$ cat src/rtl/distance_lod_selector_hysteresis_core_assert.svh
// ----------------------------------------------------------------------------
// dlsh assertion macros
// concurrent checks clocked on i_clk and held off during reset
// ----------------------------------------------------------------------------
`ifndef DISTANCE_LOD_SELECTOR_HYSTERESIS_CORE_ASSERT_SVH
`define DISTANCE_LOD_SELECTOR_HYSTERESIS_CORE_ASSERT_SVH

// consequent checked in the same cycle
`define DLSH_ASSERT_SAME(lbl, ante, cons, msg) \
    lbl: assert property (@(posedge i_clk) disable iff (!i_rst_n) (ante) |-> (cons)) \
        else $error(msg);

// consequent checked in the next cycle
`define DLSH_ASSERT_NEXT(lbl, ante, cons, msg) \
    lbl: assert property (@(posedge i_clk) disable iff (!i_rst_n) (ante) |=> (cons)) \
        else $error(msg);

`endif

$ cat src/rtl/dlsh_pkg.sv
// ----------------------------------------------------------------------------
// dlsh_pkg
// shared types and constants of the distance lod selector
// ----------------------------------------------------------------------------
package dlsh_pkg;

    localparam int NUM_SLOTS   = 64;
    localparam int SLOT_W      = $clog2(NUM_SLOTS);
    localparam int IDX_W       = 6;
    localparam int EXT_W       = IDX_W + SLOT_W;
    localparam int QUEUE_DEPTH = 2;
    localparam int QPTR_W      = (QUEUE_DEPTH > 1) ? $clog2(QUEUE_DEPTH) : 1;
    localparam int QCNT_W      = $clog2(QUEUE_DEPTH + 1);

    localparam logic [1:0]  TIER_FULL   = 2'd0;
    localparam logic [1:0]  TIER_RATE   = 2'd1;
    localparam logic [1:0]  TIER_SKEL   = 2'd2;
    localparam logic [1:0]  TIER_IMP    = 2'd3;
    localparam logic [20:0] ONE_FX      = 21'd16;
    localparam logic [15:0] MIN_SIZE_FX = 16'd64;
    localparam logic [6:0]  HOLD_MAX    = 7'd127;

    localparam logic [1:0]  CFG_ENABLE  = 2'd0;
    localparam logic [1:0]  CFG_START   = 2'd1;
    localparam logic [1:0]  CFG_END     = 2'd2;
    localparam logic [1:0]  CFG_HOLD    = 2'd3;

    localparam logic [19:0] RST_START   = 20'd9600;
    localparam logic [19:0] RST_END     = 20'd38400;
    localparam logic [6:0]  RST_HOLD    = 7'd8;

    typedef enum logic [1:0] {
        MODE_SELECT = 2'd0,
        MODE_QUERY  = 2'd1,
        MODE_OPEN   = 2'd2,
        MODE_NONE   = 2'd3
    } t_mode;

    typedef enum logic {
        S_IDLE = 1'b0,
        S_EXEC = 1'b1
    } t_bstate;

    typedef struct packed {
        logic [1:0]  mode;
        logic [5:0]  instance_req;
        logic [19:0] distance;
        logic [15:0] projected_size;
        logic        visible;
        logic        shadow_visible;
        logic        cinematic;
        logic [31:0] frame_index;
    } t_req;

    typedef struct packed {
        logic [1:0] tier;
        logic       update_pose;
        logic       slot_valid;
    } t_rsp;

    typedef struct packed {
        logic        lod_enable;
        logic [19:0] lod_start;
        logic [19:0] lod_end;
        logic [6:0]  hold_frames;
    } t_cfg;

    typedef struct packed {
        t_mode             mode;
        logic [SLOT_W-1:0] addr;
        logic              in_range;
        logic              force_full;
        logic [1:0]        want;
        logic              hit_rate;
        logic              hit_skel;
        logic              hit_imp;
        logic              frame_nz;
    } t_item;

    typedef struct packed {
        logic [1:0] committed;
        logic [1:0] pending;
        logic [6:0] hold;
        logic       upd_nz;
    } t_slot;

endpackage

$ cat src/rtl/dlsh_front.sv
// ----------------------------------------------------------------------------
// dlsh_front
// takes requests, works out wanted tier and frame phase, pushes into queue
// ----------------------------------------------------------------------------
module dlsh_front (
    input  logic              i_req_valid,
    output logic              o_req_ready,
    input  dlsh_pkg::t_req    i_req,
    input  dlsh_pkg::t_cfg    i_cfg,
    output logic              o_push,
    output dlsh_pkg::t_item   o_item,
    input  logic              i_q_ready
);

    logic [20:0] w_start;
    logic [20:0] w_end;
    logic [21:0] w_mid;
    logic [21:0] w_dist2;
    logic [1:0]  w_want;
    logic [dlsh_pkg::EXT_W-1:0] w_ext;

    // frame mod 3 by folding, since 2^16, 2^8, 2^6, 2^4 and 2^2 are 1 mod 3
    logic [16:0] w_f1;
    logic [9:0]  w_f2;
    logic [6:0]  w_f3;
    logic [4:0]  w_f4;
    logic [3:0]  w_f5;
    logic        w_mod3_zero;

    always_comb begin
        w_f1 = {1'b0, i_req.frame_index[31:16]} + {1'b0, i_req.frame_index[15:0]};
        w_f2 = {1'b0, w_f1[16:8]} + {2'b00, w_f1[7:0]};
        w_f3 = {3'b000, w_f2[9:6]} + {1'b0, w_f2[5:0]};
        w_f4 = {2'b00, w_f3[6:4]} + {1'b0, w_f3[3:0]};
        w_f5 = {1'b0, w_f4[4:2]} + {2'b00, w_f4[1:0]};
        w_mod3_zero = (w_f5 == 4'd0) || (w_f5 == 4'd3) || (w_f5 == 4'd6)
                   || (w_f5 == 4'd9);
    end

    always_comb begin
        w_start = {1'b0, i_cfg.lod_start};
        if (i_cfg.lod_end <= i_cfg.lod_start) begin
            w_end = w_start + dlsh_pkg::ONE_FX;
        end else begin
            w_end = {1'b0, i_cfg.lod_end};
        end
        w_mid   = {1'b0, w_start} + {1'b0, w_end};
        w_dist2 = {1'b0, i_req.distance, 1'b0};

        if (!i_req.visible && !i_req.shadow_visible) begin
            w_want = dlsh_pkg::TIER_IMP;
        end else if (({1'b0, i_req.distance} >= w_end)
                  || (i_req.projected_size < dlsh_pkg::MIN_SIZE_FX)) begin
            w_want = dlsh_pkg::TIER_IMP;
        end else if (w_dist2 >= w_mid) begin
            w_want = dlsh_pkg::TIER_SKEL;
        end else if (i_req.distance >= i_cfg.lod_start) begin
            w_want = dlsh_pkg::TIER_RATE;
        end else begin
            w_want = dlsh_pkg::TIER_FULL;
        end
    end

    always_comb begin
        w_ext = dlsh_pkg::EXT_W'(i_req.instance_req);

        o_item.mode       = dlsh_pkg::t_mode'(i_req.mode);
        o_item.addr       = w_ext[dlsh_pkg::SLOT_W-1:0];
        o_item.in_range   = (i_req.instance_req != '0)
                         && (32'(i_req.instance_req) < 32'(dlsh_pkg::NUM_SLOTS));
        o_item.force_full = !i_cfg.lod_enable || i_req.cinematic;
        o_item.want       = w_want;
        o_item.hit_rate   = !i_req.frame_index[0];
        o_item.hit_skel   = w_mod3_zero;
        o_item.hit_imp    = (i_req.frame_index[2:0] == 3'd0);
        o_item.frame_nz   = (i_req.frame_index != '0);

        o_req_ready = i_q_ready;
        o_push      = i_req_valid && i_q_ready;
    end

endmodule

$ cat src/rtl/dlsh_queue.sv
// ----------------------------------------------------------------------------
// dlsh_queue
// short request queue between the front and the back
// ----------------------------------------------------------------------------
`include "distance_lod_selector_hysteresis_core_assert.svh"

module dlsh_queue (
    input  logic              i_clk,
    input  logic              i_rst_n,
    input  logic              i_valid,
    output logic              o_ready,
    input  dlsh_pkg::t_item   i_item,
    output logic              o_valid,
    input  logic              i_ready,
    output dlsh_pkg::t_item   o_item
);

    dlsh_pkg::t_item             r_mem [dlsh_pkg::QUEUE_DEPTH];
    logic [dlsh_pkg::QPTR_W-1:0] r_wptr;
    logic [dlsh_pkg::QPTR_W-1:0] r_rptr;
    logic [dlsh_pkg::QCNT_W-1:0] r_cnt;
    logic [dlsh_pkg::QPTR_W-1:0] n_wptr;
    logic [dlsh_pkg::QPTR_W-1:0] n_rptr;
    logic [dlsh_pkg::QCNT_W-1:0] n_cnt;
    logic                        w_push;
    logic                        w_pop;

    always_comb begin
        o_ready = (r_cnt != dlsh_pkg::QCNT_W'(dlsh_pkg::QUEUE_DEPTH));
        o_valid = (r_cnt != '0);
        o_item  = r_mem[r_rptr];
        w_push  = i_valid && o_ready;
        w_pop   = o_valid && i_ready;

        n_wptr = r_wptr;
        n_rptr = r_rptr;
        n_cnt  = r_cnt;
        if (w_push) begin
            n_wptr = (r_wptr == dlsh_pkg::QPTR_W'(dlsh_pkg::QUEUE_DEPTH - 1))
                   ? '0 : r_wptr + 1'b1;
        end
        if (w_pop) begin
            n_rptr = (r_rptr == dlsh_pkg::QPTR_W'(dlsh_pkg::QUEUE_DEPTH - 1))
                   ? '0 : r_rptr + 1'b1;
        end
        if (w_push && !w_pop) begin
            n_cnt = r_cnt + 1'b1;
        end else if (w_pop && !w_push) begin
            n_cnt = r_cnt - 1'b1;
        end
    end

    always_ff @(posedge i_clk) begin
        if (!i_rst_n) begin
            r_wptr <= '0;
            r_rptr <= '0;
            r_cnt  <= '0;
        end else begin
            r_wptr <= n_wptr;
            r_rptr <= n_rptr;
            r_cnt  <= n_cnt;
        end
    end

    always_ff @(posedge i_clk) begin
        if (w_push) begin
            r_mem[r_wptr] <= i_item;
        end
    end

    `DLSH_ASSERT_SAME(a_cnt_bound, 1'b1, r_cnt <= dlsh_pkg::QCNT_W'(dlsh_pkg::QUEUE_DEPTH), "queue count beyond depth")

endmodule

$ cat src/rtl/dlsh_back.sv
// ----------------------------------------------------------------------------
// dlsh_back
// slot table read-modify-write and result register
// ----------------------------------------------------------------------------
`include "distance_lod_selector_hysteresis_core_assert.svh"

module dlsh_back (
    input  logic              i_clk,
    input  logic              i_rst_n,
    input  dlsh_pkg::t_cfg    i_cfg,
    input  logic              i_q_valid,
    output logic              o_q_ready,
    input  dlsh_pkg::t_item   i_q_item,
    output logic              o_rsp_valid,
    input  logic              i_rsp_ready,
    output dlsh_pkg::t_rsp    o_rsp
);

    dlsh_pkg::t_slot   r_mem [dlsh_pkg::NUM_SLOTS];
    dlsh_pkg::t_slot   r_rd;
    dlsh_pkg::t_item   r_cur;
    dlsh_pkg::t_bstate r_state;
    dlsh_pkg::t_bstate n_state;
    logic [dlsh_pkg::NUM_SLOTS-1:0] r_alive;
    logic              r_out_valid;
    dlsh_pkg::t_rsp    r_out;

    logic              w_pop;
    logic              w_load;
    logic              w_fire;
    logic              w_alive;
    logic              w_wr;
    logic              w_set_alive;
    logic              w_hit;
    logic [6:0]        w_hold_inc;
    dlsh_pkg::t_slot   w_wdata;
    dlsh_pkg::t_rsp    w_rsp;

    always_ff @(posedge i_clk) begin
        if (!i_rst_n) begin
            r_state <= dlsh_pkg::S_IDLE;
        end else begin
            r_state <= n_state;
        end
    end

    always_comb begin
        w_load    = !r_out_valid || i_rsp_ready;
        w_pop     = 1'b0;
        w_fire    = 1'b0;
        o_q_ready = 1'b0;
        n_state   = r_state;
        case (r_state)
            dlsh_pkg::S_IDLE: begin
                o_q_ready = 1'b1;
                w_pop     = i_q_valid;
                if (i_q_valid) begin
                    n_state = dlsh_pkg::S_EXEC;
                end
            end
            dlsh_pkg::S_EXEC: begin
                w_fire = w_load;
                if (w_load) begin
                    n_state = dlsh_pkg::S_IDLE;
                end
            end
            default: begin
                n_state = dlsh_pkg::S_IDLE;
            end
        endcase
    end

    always_comb begin
        w_alive     = r_cur.in_range && r_alive[r_cur.addr];
        w_wdata     = r_rd;
        w_rsp       = '0;
        w_wr        = 1'b0;
        w_set_alive = 1'b0;
        w_hit       = 1'b1;
        w_hold_inc  = (r_rd.hold == dlsh_pkg::HOLD_MAX) ? r_rd.hold : r_rd.hold + 1'b1;
        case (r_rd.committed)
            dlsh_pkg::TIER_RATE: w_hit = r_cur.hit_rate;
            dlsh_pkg::TIER_SKEL: w_hit = r_cur.hit_skel;
            dlsh_pkg::TIER_IMP:  w_hit = r_cur.hit_imp;
            default:             w_hit = 1'b1;
        endcase

        case (r_cur.mode)
            dlsh_pkg::MODE_OPEN: begin
                if (r_cur.in_range) begin
                    w_wr             = 1'b1;
                    w_set_alive      = 1'b1;
                    w_wdata          = '0;
                    w_rsp.slot_valid = 1'b1;
                end
            end
            dlsh_pkg::MODE_SELECT: begin
                if (w_alive) begin
                    w_wr             = 1'b1;
                    w_rsp.slot_valid = 1'b1;
                    if (r_cur.force_full) begin
                        w_wdata.committed = dlsh_pkg::TIER_FULL;
                        w_wdata.pending   = dlsh_pkg::TIER_FULL;
                        w_wdata.hold      = '0;
                    end else if (r_cur.want != r_rd.pending) begin
                        w_wdata.pending = r_cur.want;
                        w_wdata.hold    = '0;
                    end else begin
                        w_wdata.hold = w_hold_inc;
                        if (w_hold_inc >= i_cfg.hold_frames) begin
                            w_wdata.committed = r_cur.want;
                        end
                    end
                    w_rsp.tier = w_wdata.committed;
                end
            end
            dlsh_pkg::MODE_QUERY: begin
                if (!w_alive) begin
                    w_rsp.update_pose = 1'b1;
                end else begin
                    w_rsp.slot_valid = 1'b1;
                    w_rsp.tier       = r_rd.committed;
                    if (w_hit || !r_rd.upd_nz) begin
                        w_rsp.update_pose = 1'b1;
                        w_wr              = 1'b1;
                        w_wdata.upd_nz    = r_cur.frame_nz;
                    end
                end
            end
            default: begin
                w_rsp = '0;
            end
        endcase
    end

    // slot table, read on pop, written on completion
    always_ff @(posedge i_clk) begin
        if (w_pop) begin
            r_rd  <= r_mem[i_q_item.addr];
            r_cur <= i_q_item;
        end
        if (w_fire && w_wr) begin
            r_mem[r_cur.addr] <= w_wdata;
        end
        if (w_fire) begin
            r_out <= w_rsp;
        end
    end

    always_ff @(posedge i_clk) begin
        if (!i_rst_n) begin
            r_alive     <= '0;
            r_out_valid <= 1'b0;
        end else begin
            if (w_fire && w_set_alive) begin
                r_alive[r_cur.addr] <= 1'b1;
            end
            if (w_fire) begin
                r_out_valid <= 1'b1;
            end else if (i_rsp_ready) begin
                r_out_valid <= 1'b0;
            end
        end
    end

    assign o_rsp_valid = r_out_valid;
    assign o_rsp       = r_out;

    `DLSH_ASSERT_NEXT(a_stall_holds, (r_state == dlsh_pkg::S_EXEC) && !w_load, (r_state == dlsh_pkg::S_EXEC) && $stable(r_cur), "request lost while result stalled")
    `DLSH_ASSERT_SAME(a_rsp_from_exec, $rose(r_out_valid), $past(r_state == dlsh_pkg::S_EXEC), "result without execution")
    `DLSH_ASSERT_NEXT(a_open_alive, w_fire && (r_cur.mode == dlsh_pkg::MODE_OPEN) && r_cur.in_range, r_alive[$past(r_cur.addr)], "opened slot not alive")

endmodule

$ cat src/rtl/distance_lod_selector_hysteresis_core.sv
// ----------------------------------------------------------------------------
// distance_lod_selector_hysteresis_core
// per-instance animation lod table with hysteresis on tier changes
// ----------------------------------------------------------------------------
// requests enter on i_req_valid / o_req_ready with an i_req payload; each
// request gives exactly one response on o_rsp_valid / i_rsp_ready with o_rsp.
// the front classifies a request in its accept cycle (wanted tier, frame
// phase) and pushes it into a two-entry queue; the back reads the slot table
// when it pops a request, then, once the response register is free, writes
// the slot back and loads the response register. the back takes a new
// request only after it has written back the previous one.
// configuration is written through i_cfg_we / i_cfg_idx / i_cfg_wdata; the
// user must write it only while no request is outstanding, and the block
// itself does not enforce this.
// reset closes every slot and loads the default registers; there is no
// clearing pass. when the receiver stalls the response register holds, the
// back waits and the queue fills, after which o_req_ready drops.
// ----------------------------------------------------------------------------
module distance_lod_selector_hysteresis_core (
    input  logic            i_clk,
    input  logic            i_rst_n,
    input  logic            i_req_valid,
    output logic            o_req_ready,
    input  dlsh_pkg::t_req  i_req,
    output logic            o_rsp_valid,
    input  logic            i_rsp_ready,
    output dlsh_pkg::t_rsp  o_rsp,
    input  logic            i_cfg_we,
    input  logic [1:0]      i_cfg_idx,
    input  logic [19:0]     i_cfg_wdata
);

    dlsh_pkg::t_cfg  r_cfg;
    dlsh_pkg::t_item w_push_item;
    dlsh_pkg::t_item w_pop_item;
    logic            w_push;
    logic            w_q_ready;
    logic            w_q_valid;
    logic            w_pop_ready;

    always_ff @(posedge i_clk) begin
        if (!i_rst_n) begin
            r_cfg.lod_enable  <= 1'b1;
            r_cfg.lod_start   <= dlsh_pkg::RST_START;
            r_cfg.lod_end     <= dlsh_pkg::RST_END;
            r_cfg.hold_frames <= dlsh_pkg::RST_HOLD;
        end else if (i_cfg_we) begin
            case (i_cfg_idx)
                dlsh_pkg::CFG_ENABLE: r_cfg.lod_enable  <= i_cfg_wdata[0];
                dlsh_pkg::CFG_START:  r_cfg.lod_start   <= i_cfg_wdata;
                dlsh_pkg::CFG_END:    r_cfg.lod_end     <= i_cfg_wdata;
                dlsh_pkg::CFG_HOLD:   r_cfg.hold_frames <= i_cfg_wdata[6:0];
                default:              r_cfg             <= r_cfg;
            endcase
        end
    end

    dlsh_front u_front (
        .i_req_valid (i_req_valid),
        .o_req_ready (o_req_ready),
        .i_req       (i_req),
        .i_cfg       (r_cfg),
        .o_push      (w_push),
        .o_item      (w_push_item),
        .i_q_ready   (w_q_ready)
    );

    dlsh_queue u_queue (
        .i_clk   (i_clk),
        .i_rst_n (i_rst_n),
        .i_valid (w_push),
        .o_ready (w_q_ready),
        .i_item  (w_push_item),
        .o_valid (w_q_valid),
        .i_ready (w_pop_ready),
        .o_item  (w_pop_item)
    );

    dlsh_back u_back (
        .i_clk       (i_clk),
        .i_rst_n     (i_rst_n),
        .i_cfg       (r_cfg),
        .i_q_valid   (w_q_valid),
        .o_q_ready   (w_pop_ready),
        .i_q_item    (w_pop_item),
        .o_rsp_valid (o_rsp_valid),
        .i_rsp_ready (i_rsp_ready),
        .o_rsp       (o_rsp)
    );

endmodule

$ cat config.mk
export PLATFORM = sky130hd
export DESIGN_NAME = distance_lod_selector_hysteresis_core
export DESIGN_NICKNAME = d
export VERILOG_FILES = /design/src/rtl/dlsh_pkg.sv /design/src/rtl/dlsh_front.sv /design/src/rtl/dlsh_queue.sv /design/src/rtl/dlsh_back.sv /design/src/rtl/distance_lod_selector_hysteresis_core.sv
export VERILOG_INCLUDE_DIRS = /design/src /design/src/rtl
export SDC_FILE = /design/constraint.sdc
export NUM_CORES = 2
export LEC_CHECK = 0
export BUFFER_PORTS_ARGS = -buffer_cell sky130_fd_sc_hd__buf_2
export CAP_MARGIN = 20
export CORE_ASPECT_RATIO = 0.75
export CORE_MARGIN = 5
export CORE_UTILIZATION = 35
export CTS_CLUSTER_DIAMETER = 100
export DETAILED_ROUTE_END_ITERATION = 16
export HOLD_SLACK_MARGIN = 0.05
export PLACE_DENSITY = 0.47
export SLEW_MARGIN = 40
export SYNTH_ARGS = -nofsm -noshare
export SYNTH_HDL_FRONTEND = slang
export SYNTH_SLANG_ARGS = --single-unit
$ cat constraint.sdc
create_clock -name i_clk -period 7.2 [get_ports i_clk]
set_clock_uncertainty 0.1 [all_clocks]
set_input_delay 0 -clock i_clk [delete_from_list [all_inputs] [get_ports i_clk]]
set_output_delay 0 -clock i_clk [all_outputs]
set_load 0.005 [all_outputs]
After elaboration in Yosys (flattened, before gate mapping)
Memories as Yosys holds them, arrays and structs flattened. A register that Yosys moved wholly into a read port is not among the register bits. Cells that the tools add are included.

Bits in registers: 138. Latch bits: 0. Memory bits (writable): 800. Bits in read-only memories: 0. Bits of input ports: 106. Output and inout port bits: 6. Logic and storage cells: 150. Memories kept: 2.

Memory list: u_back.r_mem (depth 64, width 12, read ports 1, clocked after Yosys merged registers in 1, write ports 1, line dlsh_back.sv:19) `dlsh_pkg::t_slot r_mem [dlsh_pkg::NUM_SLOTS];`; u_queue.r_mem (depth 2, width 16, read ports 1, clocked after Yosys merged registers in 1, write ports 1, line dlsh_queue.sv:18) `dlsh_pkg::t_item r_mem [dlsh_pkg::QUEUE_DEPTH];`.

Add/subtract/negate cells: 12. $mul: 0. Div/mod/pow operators: 0. Magnitude comparators: 8. Equality and inequality tests: 14. Shifts and indexed selects: 0. Muxes and demuxes: 51. Bitwise logic cells: 2. Reduce and logical (&&, ||, !) cells: 39.

Operators with widths (count): $or A64 B64 Y64 (1); $reduce_bool A32 Y1 (1); $mux W1 (26); $add A20 B21 Y22 (1); $ge A21 B22 Y1 (1); $mux W11 (2); $pmux W11 S2 (1); $add A20 B5 Y21 const B (1); $ge A20 B21 Y1 (1); $mux W21 (1); $ge A20 B20 Y1 (1); $le A20 B20 Y1 (1); $mux W2 (10); $add A16 B16 Y17 (1); $lt A16 B7 Y1 const B (1); $mux W7 (2); $mux W12 (1); $add A9 B8 Y10 (1); $eq A2 B2 Y1 const B (5); $logic_and A1 B1 Y1 (10); $logic_not A1 Y1 (8); $reduce_and A2 Y1 (4); $add A4 B6 Y7 (1); $add A7 B1 Y7 const B (1); 28 further kinds (43).

Depth between registers and ports, before layout
Word-level depth: 9. Gate-level depth with buffers: 35. Mapped depth without buffers: 35.

By module
From an unflattened synthesis, not the netlist that was laid out.

Cell total of the unflattened synthesis: 2533. Area total of the unflattened synthesis: 42737.2 um2.

By module, submodules not included: dlsh_back (instances 1, cells each 1624, area an instance 34459.3 um2, seq. area each 25344.3 um2); dlsh_front (instances 1, cells each 643, area an instance 4971.0 um2, seq. area each 0.0 um2); distance_lod_selector_hysteresis_core (instances 1, cells each 192, area an instance 1913.1 um2, seq. area each 960.9 um2); dlsh_queue (instances 1, cells each 74, area an instance 1393.8 um2, seq. area each 1061.0 um2).

Worst setup path before layout
No wires, ideal clock.

Path kind: input -> register. Start point: input i_req[0] in the netlist's numbering. End point: memory u_queue.r_mem[0][2] in the netlist's numbering (data pin). Setup time: 0.275 ns. Data arrival time: 5.809 ns. Data required time: 6.825 ns. Setup slack: 1.016 ns. Stages on the path: 34. Buffers on the path: 0. Path through: ha_1 > inv_1 > fa_1 > nor2b_1 > o31a_1 > o21a_1 > o21a_1 > o21a_1 > nor2_1 > xnor2_1 > ha_1 > inv_1 > fa_1 > inv_1 > a21oi_1 > o21bai_1 > a21o_1 > a21o_1 > a21o_1 > a21oi_1 > xor2_1 > ha_1 > a21oi_1 > nor2b_1 > o21a_1 > xor2_1 > inv_1 > fa_1 > xnor2_1 > ha_1 > fa_1 > xor2_1 > nor2b_1 > mux4_2.

RTL lines: from (decl) (line distance_lod_selector_hysteresis_core.sv:24) `input dlsh_pkg::t_req i_req,`; to (decl) (line dlsh_queue.sv:18).

==> metrics.txt <==
CTS Buf Count=96; Setup CP Type=flop to flop; Worst-path clk slew=0.06 ns; RD Place Congestion=0.800; Mapped Avg Cell Area=11.5 um2; Final Setup Violations=0; Hold Fails Final Rpt=0; slowest CP cell=a2111oi_0; Psw=0.00667 W; Pre-Repair DR Iteration Count=5; maximum clock insertion buffer count=3; R2R Setup Slk=0.44 ns; Synth Register Bits=951; pin count of the biggest net entering global routing=115; GRT Residual Overflow=0; register area share after synthesis=63.3%; worst setup path end=u_queue.r_mem[1][5]; Root Driver=clkbuf_16; layout cells sized above 1=9.93%; Post-CTS Setup Bufs=0; DRT Wirelength=120000 um; post-synthesis cell area=43200 um2; clock sink total=951; crit-path max cell delay=0.45 ns; leak pwr=17.9 nW; max-slew violations=0; period utilisation layout=93.9%; Synth warnings=0; kind of end point of the critical path=flop; first-pass GRT wire length=182000 um; Starting Density=35.3%; Post-route DRC=0; Net count, final=4147; Via density=5.22; Critical R2R Launch=r_cfg[43]; Worst VDD drop=0.519 mV; Die Height=314 um; crit path from=r_cfg[43]; Seq pwr share=40.0%; Crit Path Max Fanout=12; EDFF count, synth=832; min-delay worst type=primary input to flop; internal power=0.0120 W; PortBufs=105; path depth of the worst reg2reg path=28; async set-reset flop share out of synthesis=0%; critical path arrival=7.01 ns; Logic pwr share=34.0%; CP required=7.46 ns; Max-slew headroom=33.9%; die area=131000 um2; antenna-violating nets left=0; setup TNS=0 ns; Post-Synthesis Cells=3749; Fmax=148 MHz; drt first-iter violations=2276; DP HPWL=71300 um; htree depth=3; clock share of power=25.9%; placed cell areas=45700 um2; maxcap violations=0; cell mode on critical path=ha_1; post-layout min period=6.76 ns; CTS tree=built; Non-Filler Cell Area, Final=49600 um2; top_reg_cell synth=edfxtp_1; routed len/inst=21.4 um; initial antenna violation count=4; Ports=112; syn_nets=4008; switch share=35.8%; Worst-Margin Slew=0.983 ns; worst r2r dst=u_queue.r_mem[1][5]; Layout area overhead=14.8%; final core utilization=40.5%; Unique masters post-synth=69; status=finished, final reports clean; Clk Latency, worst-skew pair=0.69 ns; Die X=416 um; Core Area=122000 um2; via count=29300; CP Launch Type=flop; Placement Rows=111; RSZ-0062 raised after global routing=no; PD cells=375 nW/um2; GRT Util Overall=18.1%; vias in the first global route=28700
==> worst max-delay path, delay by kind of cell (launching register included) <==
family                     cells  cell delay, ns
buffers and inverters          3            0.41
xor gates and xnor gates       1            0.14
DFF                            1            0.44
and+or+nand+nor                7            1.32
adders and majority gates      4            1.11
AOI/OAI and AO/OA             12            2.65
muxes                          1            0.26
==> worst min path at each step <==
stage,end,from,slack [ns],cells after the start
final,r_cfg[6],i_cfg_wdata[6],0.09,4
after global routing,r_cfg[6],i_cfg_wdata[6],0.08,4
after CTS,r_cfg[1],i_cfg_wdata[1],0.05,4
after detailed placement,u_queue.r_mem[1][15],i_req[78],0.09,1
after global placement,u_queue.r_mem[1][15],i_req[78],0.09,1
after floorplan,u_queue.r_mem[0][10],i_req[73],-0.001,0
==> Yosys cell counts, drive strengths merged, types with 18 or more instances <==
master | number | area, um2
a21boi | 34 | 255
a21o | 41 | 308
a21oi | 90 | 450
a311oi | 132 | 1160
a31oi | 18 | 113
and3 | 118 | 738
buf | 75 | 409
clkbuf | 140 | 526
dfxtp | 119 | 2380
edfxtp | 832 | 25000
ha | 147 | 1840
inv | 86 | 323
mux2 | 31 | 353
mux2i | 24 | 240
nand2 | 890 | 3340
nand3 | 421 | 2110
nor2 | 119 | 447
nor2b | 29 | 181
nor3 | 31 | 155
o21a | 83 | 623
o21ai | 36 | 180
xnor2 | 40 | 350
xor2 | 27 | 236
==> per-layer routing <==
layer | track usage, % | wire length (um) | vias to the layer above
li1 | - | - | 14000
met1 | 27.3 | 59200 | 14500
met2 | 27.5 | 52400 | 656
met3 | 2.97 | 6280 | 135
met4 | 3.67 | 2210 | 0
met5 | 0 | 0 | -
==> layout by cell type, fill, tap and decap left out, drive strengths merged, types with 5 or more instances in the layout <==
master / n
a21boi: 34
a21o: 41
a21oi: 90
a311oi: 132
a31oi: 18
and2: 10
and3: 118
buf: 164
clkbuf: 133
clkinv: 34
dfxtp: 119
dlygate4sd3: 92
edfxtp: 832
fa: 6
ha: 147
inv: 89
mux2: 31
mux2i: 24
mux4: 5
nand2: 890
nand2b: 17
nand3: 421
nand3b: 11
nand4: 17
nor2: 119
nor2b: 29
nor3: 31
nor4: 15
o211ai: 11
o21a: 83
o21ai: 36
o21bai: 8
o2bb2ai: 5
o31ai: 7
or2: 10
or3: 6
or3b: 7
xnor2: 40
xor2: 27
==> power groups by stage <==
stage	registers (W)	clock network (W)	logic (W)
floorplan	0.00754	0	0.00404
global placement	0.00760	0	0.00625
detailed placement	0.00758	0	0.00636
CTS	0.00746	0.00495	0.00640
global route	0.00748	0.00518	0.00704
finish	0.00746	0.00483	0.00634
==> stage by stage <==
step                cells  hold WS [ns]  power [W]  setup WS (ns)
detailed placement   5335        0.0927     0.0139          0.447
floorplan            3749      -0.00113     0.0116           1.02
finish               5606        0.0920     0.0186          0.441
global placement     5331        0.0923     0.0138          0.499
global route         5604        0.0796     0.0197        0.00696
CTS                  5603        0.0507     0.0188          0.463
==> cells by family (layout without fill, tap and decap cells) <==
kind of cell | Yosys count | after routing | share of synthesized area [%]
AOI/OAI and AO/OA | 502 | 502 | 8.45
buffers and inverters | 301 | 518 | 2.91
adders and majority gates | 153 | 153 | 4.53
DFF | 951 | 951 | 63.3
xor gates and xnor gates | 67 | 67 | 1.36
other | 0 | 2 | 0
muxes | 60 | 60 | 1.63
and+or+nand+nor | 1715 | 1715 | 17.8
==> state kept, by name (all words and copies together) (netlist names), named ones only <==
name	flops
u_back.r_mem	768
u_queue.r_cnt	2
u_back.r_alive	64
r_cfg	48
u_back.o_rsp	4
u_queue.r_mem	32
u_queue.r_rptr	1
u_back.r_state	1
u_back.o_rsp_valid	1
u_queue.r_wptr	1
u_back.r_cur	16
u_back.r_rd	12
==> cell type report <==
type,instances,area (um2)
Clock inverter,43,335
Tap cell,1638,2050
Clock buffer,133,2640
Sequential cell,951,27400
Multi-Input combinational cell,2497,14800
Fill cell,11800,72900
Antenna cell,2,5.00
Timing Repair Buffer,256,2070
Inverter,86,335
==> repair_timing <==
action                    4_1_cts  5_1_grt
hold endpoints to repair      119        0
hold buffers                   92        0
resized for setup               0        0
(Power assumes the default switching activity.)
